<file path="config.mk">
export PLATFORM = sky130hd
export DESIGN_NAME = rlfc_filter
export DESIGN_NICKNAME = d
export VERILOG_FILES = /design/src/hdl/rlfc_pkg.sv /design/src/hdl/rlfc_filter.sv
export SDC_FILE = /design/constraint.sdc
export NUM_CORES = 1
export LEC_CHECK = 0
export CAP_MARGIN = 20
export CORE_MARGIN = 2
export CORE_UTILIZATION = 40
export DETAILED_ROUTE_END_ITERATION = 12
export DONT_BUFFER_PORTS = 1
export GPL_ROUTABILITY_DRIVEN = 0
export GPL_TIMING_DRIVEN = 0
export PLACE_DENSITY_LB_ADDON = 0.15
export SLEW_MARGIN = 20
export SYNTH_ARGS = -nofsm -noshare
export SYNTH_HDL_FRONTEND = slang
export SYNTH_SLANG_ARGS = --single-unit
</file>
<file path="constraint.sdc">
create_clock -name vclk -period 48.9
set_input_delay 9.78 -clock vclk [all_inputs]
set_output_delay 9.78 -clock vclk [all_outputs]
set_load 0.05 [all_outputs]
</file>
<file path="src/hdl/rlfc_pkg.sv">
`default_nettype none

package rlfc_pkg;

  // Number of clamp flag bits that are watched.
  localparam int unsigned FLAG_BITS = 10;

  localparam int unsigned LEVEL_W = 17;
  localparam int unsigned TIMER_W = 31;
  localparam int unsigned TICK_W  = 16;
  localparam int unsigned COEF_W  = 16;
  localparam int unsigned CFG_W   = 31;

  // Filter level of 1.0 in Q1.16 and the hysteresis thresholds.
  localparam logic [LEVEL_W-1:0] LEVEL_ONE   = 17'd65536;
  localparam logic [LEVEL_W-1:0] SET_LEVEL   = 17'd41425;
  localparam logic [LEVEL_W-1:0] CLEAR_LEVEL = 17'd24111;

  // Configuration register indexes.
  typedef enum logic [1:0] {
    CFG_TICK_TIME   = 2'd0,
    CFG_FILTER_COEF = 2'd1,
    CFG_LIMIT_TIME  = 2'd2,
    CFG_UNUSED      = 2'd3
  } cfg_index_t;

  // Reset values of the configuration registers.
  localparam logic [TICK_W-1:0]  TICK_TIME_RST   = 16'd200;
  localparam logic [COEF_W-1:0]  FILTER_COEF_RST = 16'd655;
  localparam logic [TIMER_W-1:0] LIMIT_TIME_RST  = 31'd100000;

  typedef struct packed {
    logic [15:0] clamp_flags;
    logic        regulator_enabled;
  } in_item_t;

  typedef struct packed {
    logic [FLAG_BITS-1:0] masked_flags;
    logic                 any_clamp;
    logic [LEVEL_W-1:0]   filter_out;
    logic                 in_limit;
    logic                 fault;
    logic [FLAG_BITS-1:0] history;
    logic [TIMER_W-1:0]   timer_out;
  } out_item_t;

  typedef struct packed {
    logic [TICK_W-1:0]  tick_time;
    logic [COEF_W-1:0]  filter_coef;
    logic [TIMER_W-1:0] limit_time;
  } cfg_t;

endpackage

`default_nettype wire

</file>
<file path="src/hdl/rlfc_filter.sv">
`default_nettype none

module rlfc_filter (
  input  wire logic [rlfc_pkg::LEVEL_W-1:0] level,
  input  wire logic                         limit_state,
  input  wire logic                         any_clamp,
  input  wire logic [rlfc_pkg::COEF_W-1:0]  coef,
  output logic      [rlfc_pkg::LEVEL_W-1:0] level_nxt,
  output logic                              limit_nxt
);

  logic [16:0] operand;
  logic [32:0] prod;
  logic [33:0] prod_rnd;
  logic [17:0] down;
  logic [17:0] up_sum;

  // One shared multiplier: toward 1.0 the distance is scaled, toward 0 the level.
  assign operand  = any_clamp ? (rlfc_pkg::LEVEL_ONE - level) : level;
  assign prod     = 33'(coef) * 33'(operand);
  // The down step is rounded up so that the subtraction floors toward minus infinity.
  assign prod_rnd = {1'b0, prod} + 34'd65535;
  assign down     = prod_rnd[33:16];
  assign up_sum   = {1'b0, level} + {1'b0, prod[32:16]};

  always_comb begin
    if (any_clamp) begin
      if (up_sum > {1'b0, rlfc_pkg::LEVEL_ONE}) begin
        level_nxt = rlfc_pkg::LEVEL_ONE;
      end else begin
        level_nxt = up_sum[16:0];
      end
    end else begin
      if (down > {1'b0, level}) begin
        level_nxt = '0;
      end else begin
        level_nxt = level - down[16:0];
      end
    end
  end

  always_comb begin
    if (level_nxt >= rlfc_pkg::SET_LEVEL) begin
      limit_nxt = 1'b1;
    end else if (level_nxt <= rlfc_pkg::CLEAR_LEVEL) begin
      limit_nxt = 1'b0;
    end else begin
      limit_nxt = limit_state;
    end
  end

endmodule

`default_nettype wire

</file>
* Word-level counts from Yosys, hierarchy flattened
Index checks and enable logic that the tools add are counted.
Word-level totals: output and inout bits 18, bits of input ports 35, register bits 0, word-level logic and storage cells 15
Operators by class: order comparisons 4, mux-type cells 6, add/sub/neg operators 4, $mul 1
Operator list (number):
- $mux 17 | 4
- $add 33x16->34 const B | 1
- $mul 16x17->33 | 1
- $add 17x17->18 | 1
- $gt 18x17->1 | 1
- $gt 18x17->1 const B | 1
- $ge 17x16->1 const B | 1
- $le 17x15->1 const B | 1
- $sub 17x17->17 | 1
- $sub 17x17->17 const A | 1
- $mux 1 | 2

* Logic depth before layout (Yosys ltp)
word-level depth 10, gate-level depth with buffers 47

* Worst setup path before layout
No wires, ideal clock.
kind in2out, start point input port level[1] (netlist bit), end point output port limit_nxt, required time 39.120 ns, path buffers 2, arrival time 21.670 ns, slack 17.450 ns, stages on the path 44, cells stage by stage inv_1 -> ha_1 -> nand3_1 -> or4_1 -> nand2b_1 -> o21ai_0 -> xnor2_1 -> clkbuf_1 -> nand2_1 -> fa_1 -> fa_1 -> fa_1 -> inv_1 -> fa_1 -> fa_1 -> inv_1 -> fa_1 -> inv_1 -> [8 not listed] -> and2_1 -> nand2_1 -> nor2_1 -> nand2_1 -> nor2_1 -> nand3_1 -> xnor2_1 -> ha_1 -> and4_1 -> nand2b_1 -> or4_1 -> a21oi_1 -> nand2_2 -> o41ai_1 -> o41a_1 -> o2111ai_1 -> a21boi_1 -> o32a_1
On the way: word-level cells in the longest chain between the ends 10
Ends and longest elaborated chain:
- from (decl) | RTL line rlfc_filter.sv:4 | input wire logic [rlfc_pkg::LEVEL_W-1:0] level,
- $sub 17x17->17 | RTL line rlfc_filter.sv:19 | assign operand = any_clamp ? (rlfc_pkg::LEVEL_ONE - level) : level;
- $mux 17 | RTL line rlfc_filter.sv:19
- $mul 16x17->33 | RTL line rlfc_filter.sv:20 | assign prod = 33'(coef) * 33'(operand);
- $add 33x16->34 or $add 17x17->18 (tied branches) | RTL line rlfc_filter.sv:22, rlfc_filter.sv:24
- $sub 17x17->17, or another cell as far along | RTL line rlfc_filter.sv:37 | level_nxt = level - down[16:0];
- $mux 17, on equally long branches | RTL line rlfc_filter.sv:34, rlfc_filter.sv:28
- $mux 17 * | RTL line rlfc_filter.sv:27 | if (any_clamp) begin
- net level_nxt (one bit) | RTL line rlfc_filter.sv:8 | output logic [rlfc_pkg::LEVEL_W-1:0] level_nxt,
- $le 17x15->1 | RTL line rlfc_filter.sv:45 | end else if (level_nxt <= rlfc_pkg::CLEAR_LEVEL) begin
- $mux 1 | RTL line rlfc_filter.sv:45
- $mux 1 * | RTL line rlfc_filter.sv:43 | if (level_nxt >= rlfc_pkg::SET_LEVEL) begin
- to (decl) | RTL line rlfc_filter.sv:9 | output logic limit_nxt
Mark *: on every way through the listed nets, which the timed path passes. The rest lies on a longest branch.

* Worst setup path in the final report
Ends and elaborated chain as after synthesis.

==> metrics.txt <==
# TYPE chip_impl_metric gauge
chip_impl_info{name="outcome",value="complete, no violations"} 1
chip_impl_metric{name="grt_pass1_vias",unit=""} 10821
chip_impl_metric{name="timing.final.setup_violations",unit=""} 0
chip_impl_metric{name="syn-num-nets",unit=""} 1971
chip_impl_metric{name="global_route_wire_length_before_repair",unit="mm"} 59.3
chip_impl_metric{name="syn_avg_cell_area",unit="um2"} 8.12
chip_impl_metric{name="timing.slew.headroom",unit=""} 0.201
chip_impl_metric{name="avgRoutedWirePerCell",unit="um"} 18.3
chip_impl_metric{name="grt_remaining_overflow",unit=""} 0
chip_impl_metric{name="timing.final.max_slew_violations",unit=""} 0
chip_impl_metric{name="design.die.area",unit="um2"} 33300
chip_impl_metric{name="wirelength",unit="mm"} 36.6
chip_impl_metric{name="syn_to_layout_area_delta",unit="%"} 5.53
chip_impl_info{name="critical_path.most_common_cell",value="sky130_fd_sc_hd__fa_1"} 1
chip_impl_metric{name="timing.fmax",unit="GHz"} 0.0305
chip_impl_metric{name="remaining_design_rule_violation_count",unit=""} 0
chip_impl_info{name="unrepaired_setup_endpoints_after_global_routing",value="false"} 1
chip_impl_info{name="synth_commonest_cells",value="sky130_fd_sc_hd__inv_1, sky130_fd_sc_hd__fa_1, sky130_fd_sc_hd__nand2_1"} 1
chip_impl_metric{name="detailedRoute.firstIterationViolations",unit=""} 644
chip_impl_info{name="cell_with_the_most_instances_after_synthesis",value="sky130_fd_sc_hd__inv_1"} 1
chip_impl_metric{name="fp.coreArea",unit="um2"} 31500
chip_impl_info{name="path_class",value="input port to output port"} 1
chip_impl_metric{name="final_layout_size_suffix_gt1_frac",unit=""} 0.0565
chip_impl_metric{name="detail_route_antenna_nets",unit=""} 0
chip_impl_info{name="min_from",value="limit_state"} 1
chip_impl_metric{name="n_clock_buffer",unit=""} 0
chip_impl_metric{name="io-pin-count",unit=""} 53
chip_impl_metric{name="final_nets",unit=""} 1995
chip_impl_metric{name="crit_path_max_incr_delay",unit="ns"} 0.70
chip_impl_metric{name="netlist.area_leader.share",unit=""} 0.330
chip_impl_metric{name="crit_required",unit="ns"} 39.12
chip_impl_metric{name="synthesis.area",unit="um2"} 12800
chip_impl_info{name="critPathCapture",value="limit_nxt"} 1
chip_impl_metric{name="post_cts_hold_buffer_count",unit=""} 0
chip_impl_info{name="cpLargestDelayFamily",value="adder cells"} 1
chip_impl_metric{name="seq_cell_count",unit=""} 0
chip_impl_metric{name="path_buf_inv",unit=""} 6
chip_impl_metric{name="final_hold_viol_count",unit=""} 0
chip_impl_metric{name="grt_antenna_before_repair",unit=""} 3
chip_impl_metric{name="maxCapViolations",unit=""} 0
chip_impl_metric{name="path_depth",unit=""} 42
chip_impl_metric{name="largest_net_degree_at_the_start_of_global_routing",unit=""} 12
chip_impl_metric{name="num_rows",unit=""} 65
chip_impl_metric{name="io_buffers",unit=""} 0
chip_impl_metric{name="timing.final.crit_share",unit=""} 0.670
chip_impl_metric{name="yosysSeqAreaShare",unit=""} 0
chip_impl_metric{name="track_usage",unit=""} 0.225
chip_impl_metric{name="setup_tns",unit="ns"} 0
chip_impl_info{name="worst_hold_path_type",value="input port to output port"} 1
chip_impl_metric{name="timing.final.crit_period",unit="ns"} 32.76
chip_impl_metric{name="worstPathMaxFanout",unit=""} 10
chip_impl_metric{name="syn_inst",unit=""} 1570
chip_impl_metric{name="area.sequential",unit="um2"} 0
chip_impl_info{name="critical_path.startpoint_type",value="input port"} 1
chip_impl_metric{name="netlist-cell-type-count",unit=""} 99
chip_impl_metric{name="synth-warning-count",unit=""} 0
chip_impl_metric{name="timing.critical_path.arrival",unit="ns"} 22.98
chip_impl_metric{name="die_height",unit="um"} 183
chip_impl_info{name="timing.critical_path.to_type",value="output port"} 1
chip_impl_info{name="setup.worst_path.start",value="level[1]"} 1
chip_impl_info{name="crit_path_top_delay_cell",value="sky130_fd_sc_hd__clkbuf_1"} 1
chip_impl_metric{name="cts_repair_resize_count",unit=""} 0
chip_impl_info{name="synth.largest_area_cell",value="sky130_fd_sc_hd__fa_1"} 1
chip_impl_metric{name="die_width",unit="um"} 183
chip_impl_metric{name="cts_setup_buffers",unit=""} 0
chip_impl_info{name="biggest_area_contributors_in_the_synthesized_netlist",value="sky130_fd_sc_hd__fa_1, sky130_fd_sc_hd__ha_1, sky130_fd_sc_hd__inv_1"} 1
chip_impl_metric{name="route.detailed.vias_per_inst",unit=""} 5.37
chip_impl_metric{name="via_count",unit=""} 10709
chip_impl_metric{name="worst_pin_slew",unit="ns"} 1.19
chip_impl_metric{name="first_pass_iters",unit=""} 7
chip_impl_metric{name="detailed_place_hpwl",unit="mm"} 31.6
chip_impl_metric{name="initial_util",unit=""} 0.405
[per-stage QoR]
step / hold slack (ns) / area (um2) / utilization / setup WS, ns / std cells
global placement: 20.04 / 13300 / 0.421 / 15.20 / 1972
global route: 20.06 / 13500 / 0.427 / 15.42 / 1994
floorplan: 19.97 / 12800 / - / 17.45 / 1570
CTS: 20.04 / 13400 / 0.427 / 16.23 / 1992
detailed placement: 20.04 / 13400 / 0.427 / 16.27 / 1992
finish: 20.04 / 13500 / 0.428 / 16.14 / 1995
[layer usage]
metal / vias to the layer above / GRT usage / part of all wire
li1: 5099 / - / -
met1: 5362 / 0.324 / 0.46
met2: 227 / 0.385 / 0.48
met3: 21 / 0.0158 / 0.045
met4: 0 / 0.0200 / 0.0095
met5: - / 0 / 0
[layout make-up]
| type | instances | area [um2] |
|---|---|---|
| timing repair buffer | 22 | 128 |
| buffer | 61 | 290 |
| inverter | 312 | 1170 |
| fill | 3263 | 18000 |
| tap | 402 | 503 |
| multi-input combinational | 1197 | 11400 |
| antenna | 1 | 2.50 |
[how the worst min path moves through the flow]
stage                                to  cells after the start
after floorplan           level_nxt[16]                      2
after global placement        limit_nxt                      2
after detailed placement      limit_nxt                      2
after CTS                     limit_nxt                      2
after global routing          limit_nxt                      2
final                         limit_nxt                      2
[logic make-up (layout without fill, tap and decap cells)]
family / count (synthesis) / count (layout) / synth area share
other: 0 / 1 / 0
AOI/OAI and AO/OA: 238 / 238 / 0.138
and+or+nand+nor: 516 / 516 / 0.210
muxes: 3 / 3 / 0.00245
xor gates and xnor gates: 74 / 74 / 0.0520
adders and majority gates: 366 / 366 / 0.483
buffers and inverters: 373 / 395 / 0.115
[cell usage in the layout (no fill, tap or decap), types with 13 or more instances in the layout]
cell type	synthesis	routed
sky130_fd_sc_hd__inv_1	310	310
sky130_fd_sc_hd__fa_1	210	210
sky130_fd_sc_hd__nand2_1	209	209
sky130_fd_sc_hd__ha_1	156	156
sky130_fd_sc_hd__and2_1	123	123
sky130_fd_sc_hd__a21oi_1	53	53
sky130_fd_sc_hd__xnor2_1	51	49
sky130_fd_sc_hd__clkbuf_1	45	46
sky130_fd_sc_hd__nor2_1	41	41
sky130_fd_sc_hd__o21ai_0	41	38
sky130_fd_sc_hd__nand3_1	22	22
sky130_fd_sc_hd__xor2_1	21	21
sky130_fd_sc_hd__nor3_1	19	19
sky130_fd_sc_hd__buf_4	5	17
sky130_fd_sc_hd__a21o_1	16	16
sky130_fd_sc_hd__nand4_1	15	15
sky130_fd_sc_hd__o211ai_1	15	15
sky130_fd_sc_hd__nand2b_1	13	13
sky130_fd_sc_hd__and3_1	13	13
Power is left out: the tool's default activity adds up to more than one toggle a clock period on the data nets, which glitch-free logic cannot reach.
